[src/rtl/s2sl_pkg.sv]
`timescale 1ns / 1ps
// ----------------------------------------------------------------------------
// s2sl_pkg
// Shared constants, types and tables for the square Lambert projection.
// ----------------------------------------------------------------------------
package s2sl_pkg;

    localparam int FRAC_BITS = 16;
    localparam int IO_W      = 18;
    localparam int CFG_W     = 16;
    localparam int IDX_W     = 2;

    // register indexes
    localparam logic [IDX_W-1:0] REG_NORM_TOL = 2'd0;
    localparam logic [IDX_W-1:0] REG_POLE_TOL = 2'd1;

    // CORDIC
    localparam int CORDIC_N = 30;
    localparam int ANG_W    = 33;
    localparam int CXY_W    = 52;
    localparam int ANG_FRAC = 30;
    localparam int STG_W    = 5;

    // square root: n = d << F, d <= 2^F
    localparam int SQ_W     = 2 * FRAC_BITS + 2;
    localparam int SQ_ITERS = FRAC_BITS + 1;
    localparam int M_W      = FRAC_BITS + 1;

    // squared norm scale
    localparam int SUM_W    = ((2 * FRAC_BITS + 1) > 36 ? (2 * FRAC_BITS + 1) : 36) + 1;
    localparam int NORM_SHL = (2 * FRAC_BITS >= 32) ? (2 * FRAC_BITS - 32) : 0;
    localparam int NORM_SHR = (2 * FRAC_BITS < 32) ? (32 - 2 * FRAC_BITS) : 0;

    localparam logic signed [IO_W-1:0] OUT_MAX = 18'sd131071;
    localparam logic signed [IO_W-1:0] OUT_MIN = -18'sd131072;

    // one beat in flight through the cell row
    typedef struct packed {
        logic                    valid;
        logic                    err;
        logic                    zero;
        logic                    swap;
        logic                    neg;
        logic [SQ_W-1:0]         sq_n;
        logic [SQ_W-1:0]         sq_r;
        logic signed [CXY_W-1:0] cx;
        logic signed [CXY_W-1:0] cy;
        logic signed [ANG_W-1:0] acc;
    } cell_t;

    // atan(2^-i) in units of 2^-30 of pi/4
    function automatic logic signed [ANG_W-1:0] ang_tab(input logic [STG_W-1:0] i);
        logic signed [ANG_W-1:0] r;
        begin
            case (i)
                5'd0:  r = 33'sd1073741824;
                5'd1:  r = 33'sd633866811;
                5'd2:  r = 33'sd334917815;
                5'd3:  r = 33'sd170009512;
                5'd4:  r = 33'sd85334662;
                5'd5:  r = 33'sd42708931;
                5'd6:  r = 33'sd21359677;
                5'd7:  r = 33'sd10680490;
                5'd8:  r = 33'sd5340327;
                5'd9:  r = 33'sd2670173;
                5'd10: r = 33'sd1335088;
                5'd11: r = 33'sd667544;
                5'd12: r = 33'sd333772;
                5'd13: r = 33'sd166886;
                5'd14: r = 33'sd83443;
                5'd15: r = 33'sd41722;
                5'd16: r = 33'sd20861;
                5'd17: r = 33'sd10430;
                5'd18: r = 33'sd5215;
                5'd19: r = 33'sd2608;
                5'd20: r = 33'sd1304;
                5'd21: r = 33'sd652;
                5'd22: r = 33'sd326;
                5'd23: r = 33'sd163;
                5'd24: r = 33'sd81;
                5'd25: r = 33'sd41;
                5'd26: r = 33'sd20;
                5'd27: r = 33'sd10;
                5'd28: r = 33'sd5;
                5'd29: r = 33'sd3;
                default: r = '0;
            endcase
            return r;
        end
    endfunction

endpackage

[src/rtl/s2sl_front.sv]
`timescale 1ns / 1ps
// ----------------------------------------------------------------------------
// s2sl_front
// Norm and pole checks, branch select, and loading of the cell row.
// ----------------------------------------------------------------------------
module s2sl_front (
    input  logic                              clk,
    input  logic                              rst_n,
    input  logic                              adv,
    input  logic                              in_valid,
    input  logic signed [s2sl_pkg::IO_W-1:0]  dir_x,
    input  logic signed [s2sl_pkg::IO_W-1:0]  dir_y,
    input  logic signed [s2sl_pkg::IO_W-1:0]  dir_z,
    input  logic [s2sl_pkg::CFG_W-1:0]        norm_tol,
    input  logic [s2sl_pkg::CFG_W-1:0]        pole_tol,
    output s2sl_pkg::cell_t                   cell_out
);

    localparam int IO_W  = s2sl_pkg::IO_W;
    localparam int SUM_W = s2sl_pkg::SUM_W;
    localparam int SQ_W  = s2sl_pkg::SQ_W;
    localparam int CXY_W = s2sl_pkg::CXY_W;
    localparam int F     = s2sl_pkg::FRAC_BITS;

    // stage 1: squares and magnitudes
    logic                   v1_reg;
    logic signed [IO_W-1:0] x1_reg, y1_reg;
    logic [IO_W:0]          ax1_reg, ay1_reg, az1_reg;
    logic [2*IO_W-1:0]      xx1_reg, yy1_reg, zz1_reg;

    function automatic logic [IO_W:0] absv(input logic signed [IO_W-1:0] a);
        logic signed [IO_W:0] e;
        begin
            e = {a[IO_W-1], a};
            return a[IO_W-1] ? (IO_W+1)'(0) - e : e;
        end
    endfunction

    always_ff @(posedge clk or negedge rst_n)
    begin
        if (!rst_n)
        begin
            v1_reg <= 1'b0;
        end
        else if (adv)
        begin
            v1_reg <= in_valid;
        end
    end

    always_ff @(posedge clk)
    begin
        if (adv)
        begin
            x1_reg  <= dir_x;
            y1_reg  <= dir_y;
            ax1_reg <= absv(dir_x);
            ay1_reg <= absv(dir_y);
            az1_reg <= absv(dir_z);
            xx1_reg <= (2*IO_W)'(dir_x) * (2*IO_W)'(dir_x);
            yy1_reg <= (2*IO_W)'(dir_y) * (2*IO_W)'(dir_y);
            zz1_reg <= (2*IO_W)'(dir_z) * (2*IO_W)'(dir_z);
        end
    end

    // stage 2: checks and cell row load
    logic [SUM_W-1:0]        sum, one2, dev, tol;
    logic signed [IO_W+2:0]  pdiff;
    logic [IO_W+1:0]         pdev;
    logic [F:0]              d;
    logic                    swap, neg, err, zero;
    logic signed [IO_W-1:0]  major, minor;
    logic [IO_W:0]           major_abs;
    logic signed [IO_W:0]    minor_s;
    s2sl_pkg::cell_t         nxt;

    always_comb
    begin
        sum  = SUM_W'(xx1_reg) + SUM_W'(yy1_reg) + SUM_W'(zz1_reg);
        one2 = SUM_W'(1) << (2 * F);
        dev  = (sum >= one2) ? sum - one2 : one2 - sum;
        tol  = (SUM_W'(norm_tol) << s2sl_pkg::NORM_SHL) >> s2sl_pkg::NORM_SHR;
        err  = dev > tol;

        pdiff = (IO_W+3)'(signed'({2'b00, az1_reg})) - ((IO_W+3)'(1) <<< F);
        pdev  = pdiff[IO_W+2] ? (IO_W+2)'(-pdiff) : (IO_W+2)'(pdiff);
        zero  = (pdev <= (IO_W+2)'(pole_tol)) || (x1_reg == '0 && y1_reg == '0);

        // 1 - |z| clamped at zero
        d = pdiff[IO_W+2] ? (F+1)'(-pdiff) : '0;

        swap      = ay1_reg > ax1_reg;
        major     = swap ? y1_reg : x1_reg;
        minor     = swap ? x1_reg : y1_reg;
        major_abs = swap ? ay1_reg : ax1_reg;
        neg       = major[IO_W-1];
        minor_s   = neg ? -(IO_W+1)'(minor) : (IO_W+1)'(minor);

        nxt.valid = v1_reg;
        nxt.err   = err;
        nxt.zero  = zero;
        nxt.swap  = swap;
        nxt.neg   = neg;
        nxt.sq_n  = SQ_W'(d) << F;
        nxt.sq_r  = '0;
        nxt.cx    = signed'(CXY_W'(major_abs)) <<< s2sl_pkg::ANG_FRAC;
        nxt.cy    = CXY_W'(minor_s) <<< s2sl_pkg::ANG_FRAC;
        nxt.acc   = '0;
    end

    always_ff @(posedge clk or negedge rst_n)
    begin
        if (!rst_n)
        begin
            cell_out <= '0;
        end
        else if (adv)
        begin
            cell_out <= nxt;
        end
    end

endmodule

[config.mk]
export PLATFORM = sky130hd
export DESIGN_NAME = s2sl_front
export DESIGN_NICKNAME = d
export VERILOG_FILES = /design/src/rtl/s2sl_pkg.sv /design/src/rtl/s2sl_front.sv
export SDC_FILE = /design/constraint.sdc
export NUM_CORES = 2
export LEC_CHECK = 0
export ABC_CLOCK_PERIOD_IN_PS = 7900
export BUFFER_PORTS_ARGS = -buffer_cell sky130_fd_sc_hd__buf_2
export CORE_UTILIZATION = 45
export CTS_CLUSTER_DIAMETER = 120
export DETAILED_ROUTE_END_ITERATION = 6
export HOLD_SLACK_MARGIN = 0.02
export PLACE_DENSITY = 0.61
export SLEW_MARGIN = 20
export SYNTH_ARGS = -nofsm -noshare
export SYNTH_HDL_FRONTEND = slang
export SYNTH_SLANG_ARGS = --single-unit
[constraint.sdc]
create_clock -name clk -period 7.9 [get_ports clk]
set_input_delay 1.58 -clock clk [delete_from_list [all_inputs] [get_ports clk]]
set_output_delay 1.58 -clock clk [all_outputs]
set_load 0.005 [all_outputs]
==> reports/metrics.yaml <==
cells_and_area:
  largest-register: "cell_out"
  largest_reg_flops: 60
  fin_area_mm2: 0.05380
  fill_cells: 10110
  area_delta_synth_final_pct: 9.770
  drive_gt1_share_pct: 11.09
  num_antenna_cells: 0
  nets: 6755
setup_path:
  required_ps: 8370
  critical_path_peak_fanout: 9
  crit_path_end_kind: "flip-flop"
  crit_slowest_cell: "or4b_1"
  worstSetupPathType: "reg -> reg"
  cp-start-kind: "flip-flop"
  cpPeakStageDelay_ps: 510
  critical_path_arrival_ps: 7990
cts:
  tritoncts: "built"
  ctsHoldBuffers: 0
  numCtsBuffers: 31
  clk_latency_ps: 630
  clockRootBuffer: "clkbuf_16"
  cts_setup_buffers: 0
  cts_max_path_buffers: 3
  htree_levels: 1
  clk_pin_slew_ps: 60
  cts_resized: 0
  clock-sinks: 254
sta:
  hold_viol_final: 0
  finalSetupViolCount: 0
  slew_violations: 0
  fin_crit_ps: 7520
  fin_hold_ws_ps: 487.9
  clock_skew_ps: 36.30
  worst_pin_slew_ps: 1001
  rsz0062_at_grt: "no"
  timing.fmax_ghz: 0.1330
  post-route-period-util_pct: 95.19
  slew_headroom_pct: 33.26
  finalSetupTns_ps: 0
  fin_ws_ps: 379.9
detailed_routing:
  ant_nets: 0
  vias: 34210
  via_per_inst: 5.062
  drtPass1Iterations: 5
  wl_per_cell_um: 18.18
  drc: 0
  drtIter0Drc: 2212
  wl_mm: 122.9
place:
  pre_cts_ws_ps: -294.0
  placed_area_mm2: 0.05276
  gp_congestion: 0.9325
  io_buffers: 152
  dpl.hpwl_mm: 106.6
logic_synthesis:
  synth-edff-count: 193
  avgSynthCellArea_um2: 9.835
  yosysWarnings: 0
  synth-main-ff-cell: "edfxtp_1"
  ys_types: 100
  synth-async-reset-ratio_pct: 24.02
  ys_ff_latch: 254
  syn_inst: 4983
  netlist_area_mm2: 0.04901
  ys_seq_area_share_pct: 14.94
grt:
  first_global_vias: 35900
  grt_antenna_before_repair: 3
  grt_start_max_net_pins: 149
  overflow: 0
  grt_usage_pct: 22.88
  grt_pass1_wl_mm: 197.2
outcome:
  outcome: "complete, no violations"
min_path:
  hold_class: "reg -> reg"
run:
  drv_cap: 0
floorplan:
  start_util_pct: 45.59
  dieWidth_um: 332.0
  die_h_um: 332.0
  ios: 300
  rows: 120
  core-area_mm2: 0.1075
  die_area_mm2: 0.1102
==> final timing paths <==
check,startpoint,to,slack (ps),depth (start not counted)
setup / recovery,xx1_reg[5],cell_out[208],380,27
min in group asynchronous,rst_n,cell_out[199],1120,1
setup reg to reg,xx1_reg[5],cell_out[208],380,27
max in group asynchronous,rst_n,cell_out[80],6170,1
hold / removal,cell_out[191],cell_out[191],490,1
hold reg to reg,cell_out[191],cell_out[191],490,1
==> logic make-up (layout without fill, tap and decap cells) <==
group	Yosys count	after routing	share of synthesized area, %
AO/OA/AOI/OAI	511	511	6.988
multiplexers	67	67	1.432
AND/OR/NAND/NOR	1081	1081	11.03
other	2	153	0.01532
buffers and inverters	1475	1695	12.59
XOR/XNOR	257	257	4.593
flip-flops	254	254	14.94
adder cells (fa/ha/maj)	1336	1336	48.42
==> stage by stage <==
step	cells	utilization [%]
final	6757	50.04
after floorplan	5134	-
after detailed placement	6699	49.08
after global placement	6699	49.08
after global routing	6757	50.04
after CTS	6757	50.03
==> Yosys cell counts, types with 73 or more instances <==
| cell | count | share of area [%] |
|---|---|---|
| fa_1 | 934 | 38 |
| edfxtp_1 | 193 | 12 |
| a21oi_1 | 159 | 1.6 |
| and2_1 | 176 | 2.2 |
| buf_4 | 153 | 2.3 |
| ha_1 | 402 | 10 |
| clkbuf_1 | 127 | 0.97 |
| xnor2_1 | 184 | 3.3 |
| xor2_1 | 73 | 1.3 |
| o21ai_0 | 83 | 0.85 |
| inv_1 | 1173 | 9.0 |
| nor2_1 | 181 | 1.4 |
| nand2_1 | 381 | 2.9 |
==> cells in the final DEF, fill, tap and decap left out, types with 72 or more instances in the layout <==
cell,Yosys,layout
inv_1,1173,1173
ha_1,402,402
buf_2,6,149
and2_1,176,176
edfxtp_1,193,193
xor2_1,73,72
xnor2_1,184,184
a21oi_1,159,159
nand2_1,381,380
buf_4,153,304
nor2_1,181,181
fa_1,934,934
conb_1,2,153
o21ai_0,83,83
==> critical path, delay by kind of cell, from the launching register on <==
kind | cells | cell delay [ps]
AOI/OAI and AO/OA | 15 | 3540
and+or+nand+nor | 6 | 1590
adders and majority gates | 3 | 1150
DFF | 1 | 460
buffers and inverters | 2 | 420
xor gates and xnor gates | 1 | 220
==> cell type report <==
class | instances | area [µm²] | area share (%)
repair buffers | 461 | 3171 | 5.894
well taps | 1403 | 1755 | 3.263
flip-flops and latches | 254 | 7322 | 13.61
inverters | 1176 | 4414 | 8.205
multi-input cells | 3405 | 36110 | 67.12
clock buffers | 36 | 804.5 | 1.495
clock inverters | 22 | 220.2 | 0.4093
==> per-layer routing <==
metal	track usage, %	share of wire [%]	vias up
met3	2.143	4.9	155
met4	5.831	2.9	2
met1	31.71	44	17290
li1	-	-	15850
met2	38.56	48	915
met5	0	0.011	-
Power is not shown: default switching activity piles up to over one toggle a cycle in this logic, so the estimate is an artifact.
