===== config.mk =====
export PLATFORM = sky130hd
export DESIGN_NAME = s2sl_cell
export DESIGN_NICKNAME = d
export VERILOG_FILES = /design/src/rtl/s2sl_pkg.sv /design/src/rtl/s2sl_cell.sv
export SDC_FILE = /design/constraint.sdc
export NUM_CORES = 1
export LEC_CHECK = 0
export ABC_AREA = 1
export BUFFER_PORTS_ARGS = -buffer_cell sky130_fd_sc_hd__buf_4
export CORE_AREA = 2 2 306 308
export CTS_CLUSTER_SIZE = 40
export DETAILED_ROUTE_END_ITERATION = 16
export DIE_AREA = 0 0 308 310
export RECOVER_POWER = 25
export SLEW_MARGIN = 5
export SYNTH_ARGS = -nofsm -noshare
export SYNTH_HDL_FRONTEND = slang
export SYNTH_SLANG_ARGS = --single-unit

===== constraint.sdc =====
create_clock -name clk -period 1.2 [get_ports clk]
set_clock_uncertainty 0.1 [all_clocks]
set_input_delay 0.24 -clock clk [delete_from_list [all_inputs] [get_ports clk]]
set_output_delay 0.24 -clock clk [all_outputs]
set_load 0.005 [all_outputs]

===== src/rtl/s2sl_pkg.sv =====
`timescale 1ns / 1ps
// ----------------------------------------------------------------------------
// s2sl_pkg
// Shared constants, types and tables for the square Lambert projection.
// ----------------------------------------------------------------------------
package s2sl_pkg;

    localparam int FRAC_BITS = 16;
    localparam int IO_W      = 18;
    localparam int CFG_W     = 16;
    localparam int IDX_W     = 2;

    // register indexes
    localparam logic [IDX_W-1:0] REG_NORM_TOL = 2'd0;
    localparam logic [IDX_W-1:0] REG_POLE_TOL = 2'd1;

    // CORDIC
    localparam int CORDIC_N = 30;
    localparam int ANG_W    = 33;
    localparam int CXY_W    = 52;
    localparam int ANG_FRAC = 30;
    localparam int STG_W    = 5;

    // square root: n = d << F, d <= 2^F
    localparam int SQ_W     = 2 * FRAC_BITS + 2;
    localparam int SQ_ITERS = FRAC_BITS + 1;
    localparam int M_W      = FRAC_BITS + 1;

    // squared norm scale
    localparam int SUM_W    = ((2 * FRAC_BITS + 1) > 36 ? (2 * FRAC_BITS + 1) : 36) + 1;
    localparam int NORM_SHL = (2 * FRAC_BITS >= 32) ? (2 * FRAC_BITS - 32) : 0;
    localparam int NORM_SHR = (2 * FRAC_BITS < 32) ? (32 - 2 * FRAC_BITS) : 0;

    localparam logic signed [IO_W-1:0] OUT_MAX = 18'sd131071;
    localparam logic signed [IO_W-1:0] OUT_MIN = -18'sd131072;

    // one beat in flight through the cell row
    typedef struct packed {
        logic                    valid;
        logic                    err;
        logic                    zero;
        logic                    swap;
        logic                    neg;
        logic [SQ_W-1:0]         sq_n;
        logic [SQ_W-1:0]         sq_r;
        logic signed [CXY_W-1:0] cx;
        logic signed [CXY_W-1:0] cy;
        logic signed [ANG_W-1:0] acc;
    } cell_t;

    // atan(2^-i) in units of 2^-30 of pi/4
    function automatic logic signed [ANG_W-1:0] ang_tab(input logic [STG_W-1:0] i);
        logic signed [ANG_W-1:0] r;
        begin
            case (i)
                5'd0:  r = 33'sd1073741824;
                5'd1:  r = 33'sd633866811;
                5'd2:  r = 33'sd334917815;
                5'd3:  r = 33'sd170009512;
                5'd4:  r = 33'sd85334662;
                5'd5:  r = 33'sd42708931;
                5'd6:  r = 33'sd21359677;
                5'd7:  r = 33'sd10680490;
                5'd8:  r = 33'sd5340327;
                5'd9:  r = 33'sd2670173;
                5'd10: r = 33'sd1335088;
                5'd11: r = 33'sd667544;
                5'd12: r = 33'sd333772;
                5'd13: r = 33'sd166886;
                5'd14: r = 33'sd83443;
                5'd15: r = 33'sd41722;
                5'd16: r = 33'sd20861;
                5'd17: r = 33'sd10430;
                5'd18: r = 33'sd5215;
                5'd19: r = 33'sd2608;
                5'd20: r = 33'sd1304;
                5'd21: r = 33'sd652;
                5'd22: r = 33'sd326;
                5'd23: r = 33'sd163;
                5'd24: r = 33'sd81;
                5'd25: r = 33'sd41;
                5'd26: r = 33'sd20;
                5'd27: r = 33'sd10;
                5'd28: r = 33'sd5;
                5'd29: r = 33'sd3;
                default: r = '0;
            endcase
            return r;
        end
    endfunction

endpackage


===== src/rtl/s2sl_cell.sv =====
`timescale 1ns / 1ps
// ----------------------------------------------------------------------------
// s2sl_cell
// One CORDIC vectoring step and, below SQ_ITERS, one square root digit, registered.
// ----------------------------------------------------------------------------
module s2sl_cell (
    input  logic                              clk,
    input  logic                              rst_n,
    input  logic                              adv,
    input  logic [s2sl_pkg::STG_W-1:0]        stage_idx,
    input  s2sl_pkg::cell_t                   cell_in,
    output s2sl_pkg::cell_t                   cell_out
);

    localparam int SQ_W  = s2sl_pkg::SQ_W;
    localparam int CXY_W = s2sl_pkg::CXY_W;
    localparam int F     = s2sl_pkg::FRAC_BITS;

    logic signed [CXY_W-1:0] dx, dy;
    logic [SQ_W-1:0]         sbit, trial;
    s2sl_pkg::cell_t         nxt;

    always_comb
    begin
        nxt = cell_in;

        // rotate toward the x axis
        dx = cell_in.cy >>> stage_idx;
        dy = cell_in.cx >>> stage_idx;
        if (!cell_in.cy[CXY_W-1])
        begin
            nxt.cx  = cell_in.cx + dx;
            nxt.cy  = cell_in.cy - dy;
            nxt.acc = cell_in.acc + s2sl_pkg::ang_tab(stage_idx);
        end
        else
        begin
            nxt.cx  = cell_in.cx - dx;
            nxt.cy  = cell_in.cy + dy;
            nxt.acc = cell_in.acc - s2sl_pkg::ang_tab(stage_idx);
        end

        // restoring square root, one result bit per cell below SQ_ITERS
        sbit  = SQ_W'(1) << (2 * F - 2 * int'(stage_idx));
        trial = cell_in.sq_r + sbit;
        if (int'(stage_idx) < s2sl_pkg::SQ_ITERS)
        begin
            if (cell_in.sq_n >= trial)
            begin
                nxt.sq_n = cell_in.sq_n - trial;
                nxt.sq_r = (cell_in.sq_r >> 1) + sbit;
            end
            else
            begin
                nxt.sq_r = cell_in.sq_r >> 1;
            end
        end
    end

    always_ff @(posedge clk or negedge rst_n)
    begin
        if (!rst_n)
        begin
            cell_out <= '0;
        end
        else if (adv)
        begin
            cell_out <= nxt;
        end
    end

endmodule


==> run summary, run 1 <==
Initial antenna violation count = 3
HP Class = in2reg
FFs w/ async S/R, synth = 1.00
Peak supply drop = 1180 uV
Finished Cell Area = 57000 um^2
Post-synthesis register bit count = 210
Placement Cell Area = 49500 um^2
Final Max Tran Viols = 0
Share of layout cells above drive strength 1 = 0.436
Pwr Total = 56000 uW
Die height = 310 um
LEAKAGE = 0.0286 uW
Dpl cells = 8618
Worst EP arrival = 4.75 ns
Final wirelength = 168000 um
YS warnings = 0
Logic pwr share = 0.669
Synth Net Count = 5945
Mapped cell area = 31900 um^2
Die area = 95500 um^2
Overflow after GRT = 0
First-pass GRT wire length = 247000 um
Fin util = 0.616
CTS H-Tree Depth = 1
IO Count = 428
Root Driver = clkbuf_16
Worst Path Max Fanout = 7
Netlist cell types = 64
Fin. Hold Viols = 1
Pin slew with the least headroom to its limit = 0.858 ns
Worst-path clk slew = 0.06 ns
CP Class = in2reg
Antenna cell count = 0
Sequential-to-total area share from yosys stat = 0.165
Via density = 5.19
Row count = 112
Post-Syn Instances = 5513
Max Cap Violations = 0
DRC = 0
Pint = 32200 uW
Final setup vio count = 416
Drt pass-1 iters = 5
CTS tree = built
Hold Buf Count CTS = 70
Number of flip-flops in the largest register = 210
Multi-input gate area = 28400 um^2
Min cycle time layout = 4.35 ns
Slowest stage delay, CP = 0.36 ns
Worst-skew pair later-pin latency = 0.61 ns
CP startpoint kind = input port
DP Wirelength = 134000 um
Via count = 46300
RSZ-0062 raised after global routing = yes
FMAX = 230 MHz
DRT iter0 DRCs = 3979
Largest net degree at the start of global routing = 64
Vias in the first global route = 44100
Post-route ant nets = 0
Final Cycle Share = 3.62
P_sw = 23800 uW
Setup ws final = -3.15 ns
Die width = 308 um
Crit. End Element = flip-flop
Total core area = 92500 um^2
Worst EP required = 1.61 ns
Clock power share = 0.151
Switching share of power = 0.425
Flop pwr share = 0.180
Top flop regs = cell_out: 210 flops
Most flop-heavy register = cell_out
Placer Congestion = 1.01
Worst slew margin = 0.428
Drt wl/cell = 18.8 um
NumNets Final = 8141
Synth Area per Inst = 5.79 um^2
Initial Utilization = 0.345
CTS Sinks = 210
Power Dens Cells = 983 nW/um^2
Register Area = 5260 um^2
Violated checks = negative hold slack, negative setup slack
Clock Path Buffers = 3
Non-filler instance count after layout = 8926
CP max stage cell = ha_1
Layout area overhead = 78.5%
Global-route usage over all layers = 0.332
Hold_ws = -0.0410 ns
Cts bufs inserted = 27
Filler cells = 8705
Synth Flop Type = dfrtp_1
Number of flops mapped to enable cells by yosys = 0
Port Buffers = 427
Outcome = complete, but fails checks
[Yosys cell counts (30+ instances only)]
master | instances | area, um^2
a21oi_1 | 289 | 1450
a31oi_1 | 51 | 319
buf_1 | 30 | 113
buf_2 | 65 | 325
clkbuf_1 | 74 | 278
dfrtp_1 | 210 | 5260
ha_1 | 210 | 2630
inv_1 | 443 | 1660
nand2_1 | 1814 | 6810
nand3_1 | 742 | 3710
nand4_1 | 50 | 313
nor2_1 | 453 | 1700
nor3_1 | 65 | 325
o211ai_1 | 41 | 308
o21ai_0 | 337 | 1690
o21ai_1 | 49 | 245
or2_2 | 32 | 200
xnor2_1 | 104 | 911
xor2_1 | 162 | 1420
[cells in the final DEF, fill, tap and decap left out, drive strengths merged, types with 68 or more instances in the layout]
cell type       n
inv           472
dfrtp         210
ha            210
nand3         753
nor2          476
xnor2         104
dlygate4sd3    70
nor3           68
a21oi         291
o21ai         396
nand2        1832
xor2          163
buf          2280
[per-stage QoR]
step	TNS, ns	worst slack (ns)
after global placement	-708.39	-4.07
after floorplan	-524.54	-3.24
final	-600.21	-3.15
after global routing	-651.77	-3.32
after detailed placement	-717.53	-4.10
after CTS	-584.16	-2.92
[final cells by class]
cell class,instances,area share
clock buffers,32,0.0127
clock inverters,17,0.00268
flip-flops and latches,210,0.0922
repair buffers,2365,0.335
well taps,1197,0.0263
inverters,477,0.0323
repair inverters,1,0.000198
multi-input cells,4627,0.499
[repair_timing]
action	in CTS	in global routing
hold endpoints to repair	277	1
pin swaps	172	229
cloned	15	6
gates resized for setup	535	517
setup buffers	103	73
setup endpoints to repair	415	415
[power groups by stage]
stage | combinational [uW] | sequential, uW | clock, uW
finish | 37500 | 10100 | 8460
global route | 40500 | 10300 | 8850
CTS | 35200 | 10100 | 8730
detailed placement | 32400 | 10200 | 0
global placement | 32300 | 10200 | 0
floorplan | 14500 | 10100 | 0
[per-layer routing]
layer / vias up / global-route usage / part of all wire
li1: 22700 / - / -
met4: 6 / 0.123 / 0.048
met1: 21400 / 0.445 / 0.43
met5: - / 0 / 0.00023
met3: 376 / 0.0356 / 0.067
met2: 1743 / 0.548 / 0.45
[critical path: cells and delay by family]
family	cells	cell delay [ns]
compound gates	5	0.54
xor+xnor	1	0.18
fa+ha+maj	4	1.06
buf+inv	7	0.82
simple gates	15	1.87
[kinds of logic (layout without fill, tap and decap cells)]
logic type      count (synthesis)  after routing  share of synthesized area
simple gates                 3245           3245                      0.430
fa+ha+maj                     214            214                     0.0848
buf+inv                       676           2892                     0.0875
xor+xnor                      267            267                     0.0735
mux                             1              1                   0.000314
flops                         210            210                      0.165
compound gates                900            900                      0.159
[path summary, 6_finish.rpt]
kind / from / end / slack [ns] / depth (start not counted)
max: stage_idx[0] / cell_out[168] / -3.15 / 32
min: cell_in[0] / cell_out[0] / -0.04 / 4
max reg2reg: cell_out[204] / cell_out[204] / 0.33 / 2
min reg2reg: cell_out[198] / cell_out[198] / 0.38 / 2
max in group asynchronous: rst_n / cell_out[57] / -0.09 / 4
min in group asynchronous: rst_n / cell_out[21] / 0.21 / 3
Power figures use the tool's default switching activity.
==> run 2, diff against run 1 <==
CORE_AREA = 2 2 279 336   (was 2 2 306 308)
DIE_AREA = 0 0 281 338   (was 0 0 308 310)
==> run summary, run 2 (same netlist as run 1, synthesis figures left out) <==
Die height = 338 um
First-pass GRT wire length = 262000 um
Final setup vio count = 515
Drt pass-1 iters = 8
Most flop-heavy register = cell_out
Worst-path clk slew = 0.06 ns
Reg2Reg Depth = 2
Layout area overhead = 76.2%
RSZ-0062 raised after global routing = yes
CTS tree = built
Initial antenna violation count = 3
Total core area = 91700 um^2
DRC = 0
Via density = 5.19
Finished Cell Area = 56300 um^2
Most common cell after layout, fill and taps aside = buf_4
Final wirelength = 179000 um
Die width = 281 um
LEAKAGE = 0.0284 uW
Hold_ws = -0.0835 ns
Outcome = complete, but fails checks
Most Frequent Cell on Critical Path = nand2_2
NumNets Final = 8130
Crit. End Element = flip-flop
DP Wirelength = 146000 um
Min cycle time layout = 4.46 ns
Fin. Hold Viols = 4
Largest net degree at the start of global routing = 61
IO Count = 428
Via count = 46500
Post-route ant nets = 0
Final Max Tran Viols = 0
Number of flip-flops in the largest register = 210
Dpl cells = 8700
DRT iter0 DRCs = 3431
Drt wl/cell = 19.9 um
Port Buffers = 427
Clock Path Buffers = 3
Worst EP arrival = 4.89 ns
Die area = 95000 um^2
Peak supply drop = 1180 uV
Violated checks = negative hold slack, negative setup slack
CP startpoint kind = input port
Worst EP required = 1.63 ns
Hold Path Depth = 4
Most frequent cells in the layout = buf_4, nand2_1, nand3_1, inv_1, nor2_1
Non-filler instance count after layout = 8962
Row count = 122
HP Class = in2reg
FMAX = 224 MHz
Max Cap Violations = 0
Top flop regs = cell_out: 210 flops
Setup ws final = -3.26 ns
Final Cycle Share = 3.72
Hold Buf Count CTS = 59
Worst-skew pair later-pin latency = 0.64 ns
Worst slew margin = 0.570
Overflow after GRT = 0
Initial Utilization = 0.348
Power Dens Cells = 1010 nW/um^2
Root Driver = clkbuf_16
CTS H-Tree Depth = 1
Vias in the first global route = 45700
Share of layout cells above drive strength 1 = 0.424
Cts bufs inserted = 27
Filler cells = 8918
Global-route usage over all layers = 0.359
Placer Congestion = 1.03
CP max stage cell = ha_4
Pin slew with the least headroom to its limit = 0.645 ns
Slowest stage delay, CP = 0.23 ns
CP Class = in2reg
Worst Path Max Fanout = 8
CTS Sinks = 210
Placement Cell Area = 49700 um^2
[run 2: cell count changes in the layout (fill, tap and decap cells not counted), moves of 12 or more]
cell / before / now
nand3_1: 570 / 610
nand3_2: 174 / 134
nand2_2: 219 / 182
nand2_1: 1587 / 1617
nor2_2: 92 / 111
o21ai_0: 188 / 206
nor2_1: 334 / 321
ha_1: 148 / 160
[run 2: cell type report]
type	count	area, um^2	area share
well taps	1240	1550	0.0276
multi-input cells	4627	27900	0.495
repair buffers	2354	18800	0.334
diodes	3	7.51	0.000133
repair inverters	1	8.76	0.000156
flip-flops and latches	210	5260	0.0934
inverters	477	1840	0.0326
clock buffers	38	757	0.0135
clock inverters	12	166	0.00296
[run 2: path summary, 6_finish.rpt]
path                                     from             to  slack [ns]
min in group asynchronous               rst_n   cell_out[92]        0.46
max in group asynchronous               rst_n  cell_out[114]       -0.21
worst min-delay path               cell_in[0]    cell_out[0]       -0.08
worst max register to register   cell_out[89]   cell_out[89]        0.38
worst min register to register  cell_out[205]  cell_out[205]        0.38
worst max-delay path             stage_idx[0]  cell_out[138]       -3.26
[run 2: power by group]
part,internal [uW],total [uW],switching (uW)
clock,5060,9030,3970
combinational,18400,37600,19200
sequential,8890,10100,1160
total,32300,56700,24300
[run 2: per-layer routing]
layer / share of wire / global-route usage
met1: 0.40 / 0.435
met2: 0.47 / 0.617
met3: 0.064 / 0.0416
met4: 0.065 / 0.197
met5: 0.00013 / 0
[run 2: what timing repair did]
action                                  in CTS  in global routing
resized for setup                          483                467
cloned                                       6                  5
pin swaps                                  183                160
hold endpoints to repair                   272                  3
endpoints found under the setup margin     415                415
buffers inserted                            92                 50
[run 2: critical path, delay by kind of cell]
family          cells  cell delay (ns)
compound gates      7             0.98
fa+ha+maj           4             0.80
buf+inv            10             1.36
simple gates       15             1.48
[run 2: metrics by stage]
stage	total power (uW)	setup slack, ns	setup TNS, ns	utilization
final	56700	-3.26	-645.03	0.613
after global routing	60100	-3.45	-695.63	0.613
after CTS	54900	-3.04	-613.78	0.588
after detailed placement	43400	-4.28	-758.62	0.542
after global placement	43200	-4.28	-755.23	0.542
after floorplan	24600	-3.24	-524.54	-
