--- config.mk ---
export PLATFORM = sky130hd
export DESIGN_NAME = s2sl_back
export DESIGN_NICKNAME = d
export VERILOG_FILES = /design/src/rtl/s2sl_pkg.sv /design/src/rtl/s2sl_back.sv
export SDC_FILE = /design/constraint.sdc
export NUM_CORES = 1
export LEC_CHECK = 0
export BUFFER_PORTS_ARGS = -buffer_cell sky130_fd_sc_hd__buf_2
export CAP_MARGIN = 20
export CORE_UTILIZATION = 59
export CTS_CLUSTER_DIAMETER = 120
export DETAILED_ROUTE_END_ITERATION = 8
export GPL_TIMING_DRIVEN = 0
export MAX_ROUTING_LAYER = met4
export PLACE_DENSITY = 0.8
export SYNTH_ARGS = -nofsm -noshare
export SYNTH_HDL_FRONTEND = slang
export SYNTH_SLANG_ARGS = --single-unit
export TNS_END_PERCENT = 50
--- constraint.sdc ---
create_clock -name clk -period 6.55 [get_ports clk]
set_input_delay 1.31 -clock clk [delete_from_list [all_inputs] [get_ports clk]]
set_output_delay 1.31 -clock clk [all_outputs]
set_load 0.005 [all_outputs]
--- src/rtl/s2sl_pkg.sv ---
`timescale 1ns / 1ps
// ----------------------------------------------------------------------------
// s2sl_pkg
// Shared constants, types and tables for the square Lambert projection.
// ----------------------------------------------------------------------------
package s2sl_pkg;

    localparam int FRAC_BITS = 16;
    localparam int IO_W      = 18;
    localparam int CFG_W     = 16;
    localparam int IDX_W     = 2;

    // register indexes
    localparam logic [IDX_W-1:0] REG_NORM_TOL = 2'd0;
    localparam logic [IDX_W-1:0] REG_POLE_TOL = 2'd1;

    // CORDIC
    localparam int CORDIC_N = 30;
    localparam int ANG_W    = 33;
    localparam int CXY_W    = 52;
    localparam int ANG_FRAC = 30;
    localparam int STG_W    = 5;

    // square root: n = d << F, d <= 2^F
    localparam int SQ_W     = 2 * FRAC_BITS + 2;
    localparam int SQ_ITERS = FRAC_BITS + 1;
    localparam int M_W      = FRAC_BITS + 1;

    // squared norm scale
    localparam int SUM_W    = ((2 * FRAC_BITS + 1) > 36 ? (2 * FRAC_BITS + 1) : 36) + 1;
    localparam int NORM_SHL = (2 * FRAC_BITS >= 32) ? (2 * FRAC_BITS - 32) : 0;
    localparam int NORM_SHR = (2 * FRAC_BITS < 32) ? (32 - 2 * FRAC_BITS) : 0;

    localparam logic signed [IO_W-1:0] OUT_MAX = 18'sd131071;
    localparam logic signed [IO_W-1:0] OUT_MIN = -18'sd131072;

    // one beat in flight through the cell row
    typedef struct packed {
        logic                    valid;
        logic                    err;
        logic                    zero;
        logic                    swap;
        logic                    neg;
        logic [SQ_W-1:0]         sq_n;
        logic [SQ_W-1:0]         sq_r;
        logic signed [CXY_W-1:0] cx;
        logic signed [CXY_W-1:0] cy;
        logic signed [ANG_W-1:0] acc;
    } cell_t;

    // atan(2^-i) in units of 2^-30 of pi/4
    function automatic logic signed [ANG_W-1:0] ang_tab(input logic [STG_W-1:0] i);
        logic signed [ANG_W-1:0] r;
        begin
            case (i)
                5'd0:  r = 33'sd1073741824;
                5'd1:  r = 33'sd633866811;
                5'd2:  r = 33'sd334917815;
                5'd3:  r = 33'sd170009512;
                5'd4:  r = 33'sd85334662;
                5'd5:  r = 33'sd42708931;
                5'd6:  r = 33'sd21359677;
                5'd7:  r = 33'sd10680490;
                5'd8:  r = 33'sd5340327;
                5'd9:  r = 33'sd2670173;
                5'd10: r = 33'sd1335088;
                5'd11: r = 33'sd667544;
                5'd12: r = 33'sd333772;
                5'd13: r = 33'sd166886;
                5'd14: r = 33'sd83443;
                5'd15: r = 33'sd41722;
                5'd16: r = 33'sd20861;
                5'd17: r = 33'sd10430;
                5'd18: r = 33'sd5215;
                5'd19: r = 33'sd2608;
                5'd20: r = 33'sd1304;
                5'd21: r = 33'sd652;
                5'd22: r = 33'sd326;
                5'd23: r = 33'sd163;
                5'd24: r = 33'sd81;
                5'd25: r = 33'sd41;
                5'd26: r = 33'sd20;
                5'd27: r = 33'sd10;
                5'd28: r = 33'sd5;
                5'd29: r = 33'sd3;
                default: r = '0;
            endcase
            return r;
        end
    endfunction

endpackage

--- src/rtl/s2sl_back.sv ---
`timescale 1ns / 1ps
// ----------------------------------------------------------------------------
// s2sl_back
// Angle scaling by the radius, sign, placement, and the output register.
// ----------------------------------------------------------------------------
module s2sl_back (
    input  logic                              clk,
    input  logic                              rst_n,
    input  logic                              adv,
    input  s2sl_pkg::cell_t                   cell_in,
    output logic                              out_valid,
    output logic signed [s2sl_pkg::IO_W-1:0]  square_u,
    output logic signed [s2sl_pkg::IO_W-1:0]  square_v,
    output logic                              off_sphere
);

    localparam int IO_W  = s2sl_pkg::IO_W;
    localparam int M_W   = s2sl_pkg::M_W;
    localparam int ANG_W = s2sl_pkg::ANG_W;
    localparam int AF    = s2sl_pkg::ANG_FRAC;
    localparam int P_W   = M_W + AF + 1;
    localparam int W_W   = M_W + 3;

    // stage 1: clamp angle, multiply
    logic signed [ANG_W-1:0] ang;
    logic [AF:0]             ang_abs;
    logic [M_W-1:0]          m;

    always_comb
    begin
        ang = cell_in.acc;
        if (ang > (ANG_W'(1) <<< AF))
        begin
            ang = ANG_W'(1) <<< AF;
        end
        else if (ang < -(ANG_W'(1) <<< AF))
        begin
            ang = -(ANG_W'(1) <<< AF);
        end
        ang_abs = ang[ANG_W-1] ? (AF+1)'(-ang) : (AF+1)'(ang);
        m       = cell_in.sq_r[M_W-1:0];
    end

    logic           v1_reg, err1_reg, zero1_reg, swap1_reg, neg1_reg, aneg1_reg;
    logic [M_W-1:0] m1_reg;
    logic [P_W-1:0] prod1_reg;

    always_ff @(posedge clk or negedge rst_n)
    begin
        if (!rst_n)
        begin
            v1_reg <= 1'b0;
        end
        else if (adv)
        begin
            v1_reg <= cell_in.valid;
        end
    end

    always_ff @(posedge clk)
    begin
        if (adv)
        begin
            err1_reg  <= cell_in.err;
            zero1_reg <= cell_in.zero;
            swap1_reg <= cell_in.swap;
            neg1_reg  <= cell_in.neg;
            aneg1_reg <= ang[ANG_W-1];
            m1_reg    <= m;
            prod1_reg <= P_W'(m) * P_W'(ang_abs);
        end
    end

    // stage 2: round, sign, saturate
    function automatic logic signed [IO_W-1:0] sat(input logic signed [W_W-1:0] a);
        begin
            if (a > W_W'(s2sl_pkg::OUT_MAX))
            begin
                return s2sl_pkg::OUT_MAX;
            end
            else if (a < W_W'(s2sl_pkg::OUT_MIN))
            begin
                return s2sl_pkg::OUT_MIN;
            end
            return IO_W'(a);
        end
    endfunction

    logic [P_W-1:0]        rnd;
    logic signed [W_W-1:0] mag, other, major;
    logic signed [IO_W-1:0] u_next, v_next;

    always_comb
    begin
        rnd   = (prod1_reg + (P_W'(1) << (AF - 1))) >> AF;
        mag   = signed'(W_W'(rnd));
        other = (aneg1_reg ^ neg1_reg) ? -mag : mag;
        major = neg1_reg ? -signed'(W_W'(m1_reg)) : signed'(W_W'(m1_reg));
        if (err1_reg || zero1_reg)
        begin
            u_next = '0;
            v_next = '0;
        end
        else if (swap1_reg)
        begin
            u_next = sat(other);
            v_next = sat(major);
        end
        else
        begin
            u_next = sat(major);
            v_next = sat(other);
        end
    end

    always_ff @(posedge clk or negedge rst_n)
    begin
        if (!rst_n)
        begin
            out_valid <= 1'b0;
        end
        else if (adv)
        begin
            out_valid <= v1_reg;
        end
    end

    always_ff @(posedge clk)
    begin
        if (adv)
        begin
            square_u   <= u_next;
            square_v   <= v_next;
            off_sphere <= err1_reg;
        end
    end

endmodule

==> results.py, run 1 <==
metrics = {
    "status": {
        "status": "finished, violations left",
        "violations": "negative setup slack",
    },
    "synth": {
        "syn_nets": 3116,
        "ys_types": 66,
        "synth_seq_area_share_pct": 11.3,
        "syn_area_per_cell_um2": 9.00,
        "yosysTopAreaCell": "fa_1",
        "yosys.area.top_type_share_pct": 41.0,
        "synth_fa_ha_area_share_pct": 48.4,
        "synth_compound_area_share_pct": 7.33,
        "synthXorXnorAreaFrac_pct": 3.28,
        "synth_simple_gate_area_share_pct": 18.2,
        "synth.cell_area_um2": 21100,
        "synth_cells": 2346,
        "synth_edf_count": 78,
        "synth.area.top_cells": "fa_1 (41%), edfxtp_1 (11%), inv_1 (8.9%), ha_1 (7.4%), nand2_1 (6.9%)",
        "synth_mux_area_share_pct": 0.361,
        "synth_seq_cells": 80,
        "synth_top_family_by_area": "adder cells",
        "ys_async_sr_fraction_pct": 2.50,
        "synthFlopType": "edfxtp_1",
        "synth_warnings": 0,
    },
    "cts": {
        "cts.path.max_buffers": 2,
        "clock_latency_ns": 0.34,
        "htreeDepth": 3,
        "cts_root_buf": "clkbuf_16",
        "clk_pin_slew_ns": 0.06,
        "cts_sinks": 80,
        "tritoncts": "built",
        "cts_buffers": 9,
        "hold_buffers": 0,
    },
    "cells_and_area": {
        "final_common_cell": "inv_1",
        "largest_reg_flops": 19,
        "layout-drive-gt1-share_pct": 17.5,
        "area_growth_syn_to_layout_pct": 16.5,
        "layout.nets": 3344,
        "layout_common_cells": "inv_1 (482), fa_1 (414), nand2_1 (368)",
    },
    "sta": {
        "setup_viol": 19,
        "slew-limit-headroom_pct": 27.9,
        "maxSlewViolCount": 0,
        "fin_crit_ns": 10.23,
        "min_period_over_period_pct": 156,
        "skew_ns": 0.00806,
        "final_hold_viol_count": 0,
        "timing.setup.tns_ns": -64.03,
        "worst_pin_slew_ns": 1.08,
        "rsz0062_at_grt": "yes",
        "setup_ws_ns": -3.68,
        "fmax_mhz": 97.7,
    },
    "critical_path": {
        "arrival_ns": 10.32,
        "critical-path-slowest-cell": "fa_1",
        "reg2reg_slack_ns": 1.97,
        "path_class": "in -> reg",
        "rr_worst_depth": 13,
        "r2r-start": "prod1_reg[29]",
        "worstPathMaxFanout": 6,
        "required_ns": 6.64,
        "cpMostUsedCell": "fa_1",
        "reg2reg_to": "square_u[10]",
        "critPathMaxStageDelay_ns": 0.58,
        "startpoint_type": "input pin",
        "cp-end-kind": "flip-flop",
    },
    "grt": {
        "grt_max_degree": 81,
        "grt-ovfl-total": 0,
        "grt_pass1_wl_mm": 100,
        "grt_use_total_pct": 37.7,
        "grt_pass1_vias": 18700,
        "antenna_found_initial": 1,
    },
    "worst_hold_path": {
        "hold_end": "v1_reg",
        "worst_hold_path_type": "reg -> reg",
        "hold_depth": 1,
        "worstHoldStart": "v1_reg",
    },
    "power_and_ir_drop": {
        "p_leak_nw": 11.7,
        "ir_drop_mv": 0.771,
        "fin_total_pwr_w": 0.0113,
        "power.density_nw_per_um2": 458,
    },
    "placement": {
        "place_congestion": 0.996,
        "port_buffers": 94,
        "dpl.hpwl_mm": 49.9,
    },
    "floorplanning": {
        "num_io_pins": 251,
        "rows": 68,
        "die_area_um2": 36600,
        "start_util_pct": 60.5,
        "die_width_um": 191,
        "die_height_um": 191,
        "core_area_um2": 34900,
    },
    "detailed_routing": {
        "drt-initial-drc-count": 1486,
        "routed_wl_mm": 63.6,
        "ant_nets": 0,
        "vias": 17700,
        "first_pass_iters": 6,
        "remaining_drc_errors": 0,
        "wl_per_cell_um": 21.0,
        "viasPerCell": 5.85,
    },
    "job": {
        "maxCapViolCount": 0,
    },
}
cell type report:
class                      instances  area, µm²
antenna                            2       5.00
buffer                           111        613
clock buffer                      11        233
clock inverter                     4       46.3
fill                            2648      10300
inverter                         499       1880
multi-input combinational       1654      17300
sequential                        80       2390
tap                              455        569
timing repair buffer             219       1540
through the flow:
step	setup WS (ns)	utilization [%]	instance area (µm²)	std cells	hold WS (ns)
after floorplan	-3.57	-	21600	2346	0.475
after global placement	-5.63	64.8	22600	2895	0.484
after detailed placement	-5.61	64.8	22600	2895	0.506
after CTS	-3.61	69.7	24300	3014	0.507
after global routing	-3.91	70.5	24600	3035	0.525
final	-3.68	70.5	24600	3035	0.507
where the power goes:
group	total (W)	internal, W	switching, W
registers	0.000941	0.000856	0.0000849
logic	0.00985	0.00432	0.00553
clock network	0.000476	0.000291	0.000185
synth_stat cells (3+ instances only):
cell      count
inv_1       499
fa_1        432
nand2_1     388
and2_1      197
ha_1        125
clkbuf_1     80
edfxtp_1     78
nor2_1       71
a21oi_1      56
xnor2_1      43
xor2_1       36
o21ai_0      34
o221ai_1     28
buf_2        27
nor3_1       24
and3_1       22
nand3_1      19
a31oi_1      14
a21o_1       13
nand4_1      12
o31ai_1      11
or3_1        11
a311oi_2     10
o211ai_1     10
nor4_1        9
nand2b_1      8
a211o_1       5
a211oi_1      5
mux2_2        5
nor2b_1       5
or4_1         5
nor3b_1       4
o41ai_1       4
a21oi_2       3
a311oi_1      3
and4_1        3
buf_4         3
nor2_2        3
nor3_2        3
o21a_1        3
or2_2         3
worst max-delay path by stage:
stage | start | to | slack (ns) | depth (start not counted)
3_5_place_dp | cell_in[8] | prod1_reg[45] | -5.61 | 39
6_report | cell_in[6] | prod1_reg[47] | -3.68 | 38
5_1_grt | cell_in[2] | prod1_reg[47] | -3.91 | 40
3_3_place_gp | cell_in[8] | prod1_reg[45] | -5.63 | 39
2_1_floorplan | cell_in[8] | prod1_reg[47] | -3.57 | 38
4_1_cts | cell_in[7] | prod1_reg[41] | -3.61 | 42
what timing repair did:
item | 4_1_cts | 5_1_grt
pin swaps | 114 | 65
resized for setup | 132 | 42
setup endpoints to repair | 19 | 19
setup buffers | 107 | 23
kinds of logic (layout without fill, tap and decap cells):
logic type,count (synthesis),in the layout
fa+ha+maj,557,557
simple gates,795,795
other cells,0,2
flops,80,80
mux,7,7
compound gates,216,216
xor+xnor,79,79
buf+inv,612,844
worst max-delay path: cells and delay by family:
family	cells	cell delay (ns)
buffers and inverters	9	0.92
adder cells (fa/ha/maj)	8	3.50
XOR/XNOR	1	0.14
AO/OA/AOI/OAI	12	2.84
AND/OR/NAND/NOR	8	1.60
per-layer routing:
metal / vias to the layer above / routed length, µm / global-route usage, %
met5: - / 0 / -
met4: 0 / 3620 / 17.2
met3: 259 / 7180 / 10.1
met2: 999 / 29500 / 59.6
met1: 8818 / 23300 / 45.2
li1: 7664 / - / -
(Power assumes the default switching activity.)
==> inputs of run 2 (changes only) <==
--- a/config.mk
+++ b/config.mk
@@ -7,12 +7,14 @@
 export LEC_CHECK = 0
 export BUFFER_PORTS_ARGS = -buffer_cell sky130_fd_sc_hd__buf_2
 export CAP_MARGIN = 20
+export CORE_MARGIN = 2
 export CORE_UTILIZATION = 59
 export CTS_CLUSTER_DIAMETER = 120
 export DETAILED_ROUTE_END_ITERATION = 8
 export GPL_TIMING_DRIVEN = 0
 export MAX_ROUTING_LAYER = met4
 export PLACE_DENSITY = 0.8
+export RECOVER_POWER = 25
 export SYNTH_ARGS = -nofsm -noshare
 export SYNTH_HDL_FRONTEND = slang
 export SYNTH_SLANG_ARGS = --single-unit
==> results.py, run 2 (synthesis results as in run 1) <==
metrics = {
    "sta": {
        "setup_viol": 19,
        "maxSlewViolCount": 81,
        "worst_pin_slew_ns": 4.08,
        "final_hold_viol_count": 0,
        "min_period_over_period_pct": 154,
        "hold_ws_ns": 0.509,
        "skew_ns": 0.00825,
        "setup_ws_ns": -3.56,
        "rsz0062_at_grt": "yes",
        "slew-limit-headroom_pct": -172,
        "fmax_mhz": 98.9,
        "timing.setup.tns_ns": -63.55,
        "fin_crit_ns": 10.11,
    },
    "cts": {
        "cts_sinks": 80,
        "cts_root_buf": "clkbuf_16",
        "htreeDepth": 3,
        "cts_buffers": 9,
        "cts.path.max_buffers": 2,
        "clk_pin_slew_ns": 0.06,
        "tritoncts": "built",
        "clock_latency_ns": 0.34,
    },
    "power_and_ir_drop": {
        "p_leak_nw": 11.6,
        "power.density_nw_per_um2": 471,
        "p_sw_w": 0.00596,
        "pwr-share-clk_pct": 4.2,
        "ir_drop_mv": 0.801,
        "switching_share_pct": 51.5,
        "sequentialPowerShare_pct": 8.2,
        "intPower_w": 0.00562,
        "combPwrFrac_pct": 87.7,
    },
    "detailed_routing": {
        "wl_per_cell_um": 21.1,
        "routed_wl_mm": 64.1,
        "viasPerCell": 5.89,
        "vias": 17900,
        "remaining_drc_errors": 0,
        "ant_nets": 0,
        "drt-initial-drc-count": 1479,
        "first_pass_iters": 6,
    },
    "critical_path": {
        "cpMostUsedCell": "fa_1",
        "cp-end-kind": "flip-flop",
        "required_ns": 6.64,
        "path_class": "in -> reg",
        "reg2reg_slack_ns": 1.88,
        "arrival_ns": 10.20,
        "worstPathMaxFanout": 6,
        "critPathMaxStageDelay_ns": 0.55,
        "startpoint_type": "input pin",
        "critical-path-slowest-cell": "or4_4",
        "rr_worst_depth": 13,
    },
    "grt": {
        "grt_use_total_pct": 37.0,
        "grt_pass1_wl_mm": 101,
        "grt_max_degree": 81,
        "grt_pass1_vias": 19000,
        "grt-ovfl-total": 0,
        "antenna_found_initial": 0,
    },
    "floorplanning": {
        "core_area_um2": 35400,
        "start_util_pct": 59.7,
        "rows": 69,
        "die_height_um": 193,
        "num_io_pins": 251,
        "die_area_um2": 37300,
        "die_width_um": 193,
    },
    "cells_and_area": {
        "layout-drive-gt1-share_pct": 16.5,
        "design_area_um2": 24600,
        "largest_reg_flops": 19,
        "fill_cells": 2738,
        "layout_common_cells": "inv_1 (482), fa_1 (415), nand2_1 (368)",
        "layout.nets": 3342,
        "area_growth_syn_to_layout_pct": 16.5,
        "final_common_cell": "inv_1",
        "fin_util_pct": 69.5,
    },
    "placement": {
        "place_congestion": 1.00,
        "place_ws_ns": -5.72,
        "dpl.hpwl_mm": 50.1,
        "port_buffers": 94,
        "placed_area_um2": 22600,
    },
    "status": {
        "violations": "max-capacitance violations, max-slew violations, negative setup slack",
        "status": "finished, violations left",
    },
    "worst_hold_path": {
        "worst_hold_path_type": "reg -> reg",
        "hold_depth": 1,
    },
    "job": {
        "maxCapViolCount": 1,
    },
}
## run 2: final cells by class
class | instances | area (µm²) | share of cell area (%)
inverter | 499 | 1880 | 7.65
antenna | 1 | 2.50 | 0.0102
multi-input combinational | 1654 | 17300 | 70.4
buffer | 111 | 652 | 2.65
clock inverter | 4 | 46.3 | 0.188
clock buffer | 11 | 233 | 0.946
sequential | 80 | 2390 | 9.73
timing repair buffer | 217 | 1510 | 6.13
tap | 461 | 577 | 2.35
## run 2: routing by layer
metal | track usage (%) | vias up | part of all wire, %
li1 | - | 7670 | -
met4 | 17.5 | 0 | 5.6
met3 | 9.14 | 252 | 11
met2 | 58.2 | 1033 | 46
met5 | - | - | 0
met1 | 45.1 | 8930 | 37
## run 2: path summary, 6_finish.rpt
| path | startpoint | to |
|---|---|---|
| setup / recovery | cell_in[6] | prod1_reg[45] |
| hold / removal | out_valid | out_valid |
| setup reg to reg | prod1_reg[29] | square_u[13] |
| hold reg to reg | out_valid | out_valid |
| max in group asynchronous | rst_n | out_valid |
| min in group asynchronous | rst_n | v1_reg |
## run 2: through the flow
step / total power [W] / instances
after detailed placement: 0.00890 / 2901
after CTS: 0.0107 / 3013
final: 0.0116 / 3038
after floorplan: 0.00684 / 2346
after global placement: 0.00858 / 2901
after global routing: 0.0127 / 3037
## run 2: worst max-delay path, delay by kind of cell
family / cells / cell delay, ns
buffers and inverters: 12 / 1.17
AO/OA/AOI/OAI: 10 / 2.03
AND/OR/NAND/NOR: 9 / 1.66
multiplexers: 1 / 0.31
XOR/XNOR: 1 / 0.14
adder cells (fa/ha/maj): 8 / 3.56
## run 2: what timing repair did
| item | CTS | global route |
|---|---|---|
| setup buffers | 99 | 31 |
| endpoints found under the setup margin | 19 | 19 |
| pin swaps | 96 | 67 |
| hold buffers | 0 | 0 |
| gates resized for setup | 127 | 68 |
## run 2: power groups by stage
stage | Combinational [W] | Clock (W) | Sequential, W
6_report | 0.0102 | 0.000481 | 0.000945
4_1_cts | 0.00925 | 0.000481 | 0.000941
2_1_floorplan | 0.00591 | 0 | 0.000933
5_1_grt | 0.0112 | 0.000505 | 0.000961
3_3_place_gp | 0.00763 | 0 | 0.000946
3_5_place_dp | 0.00795 | 0 | 0.000950
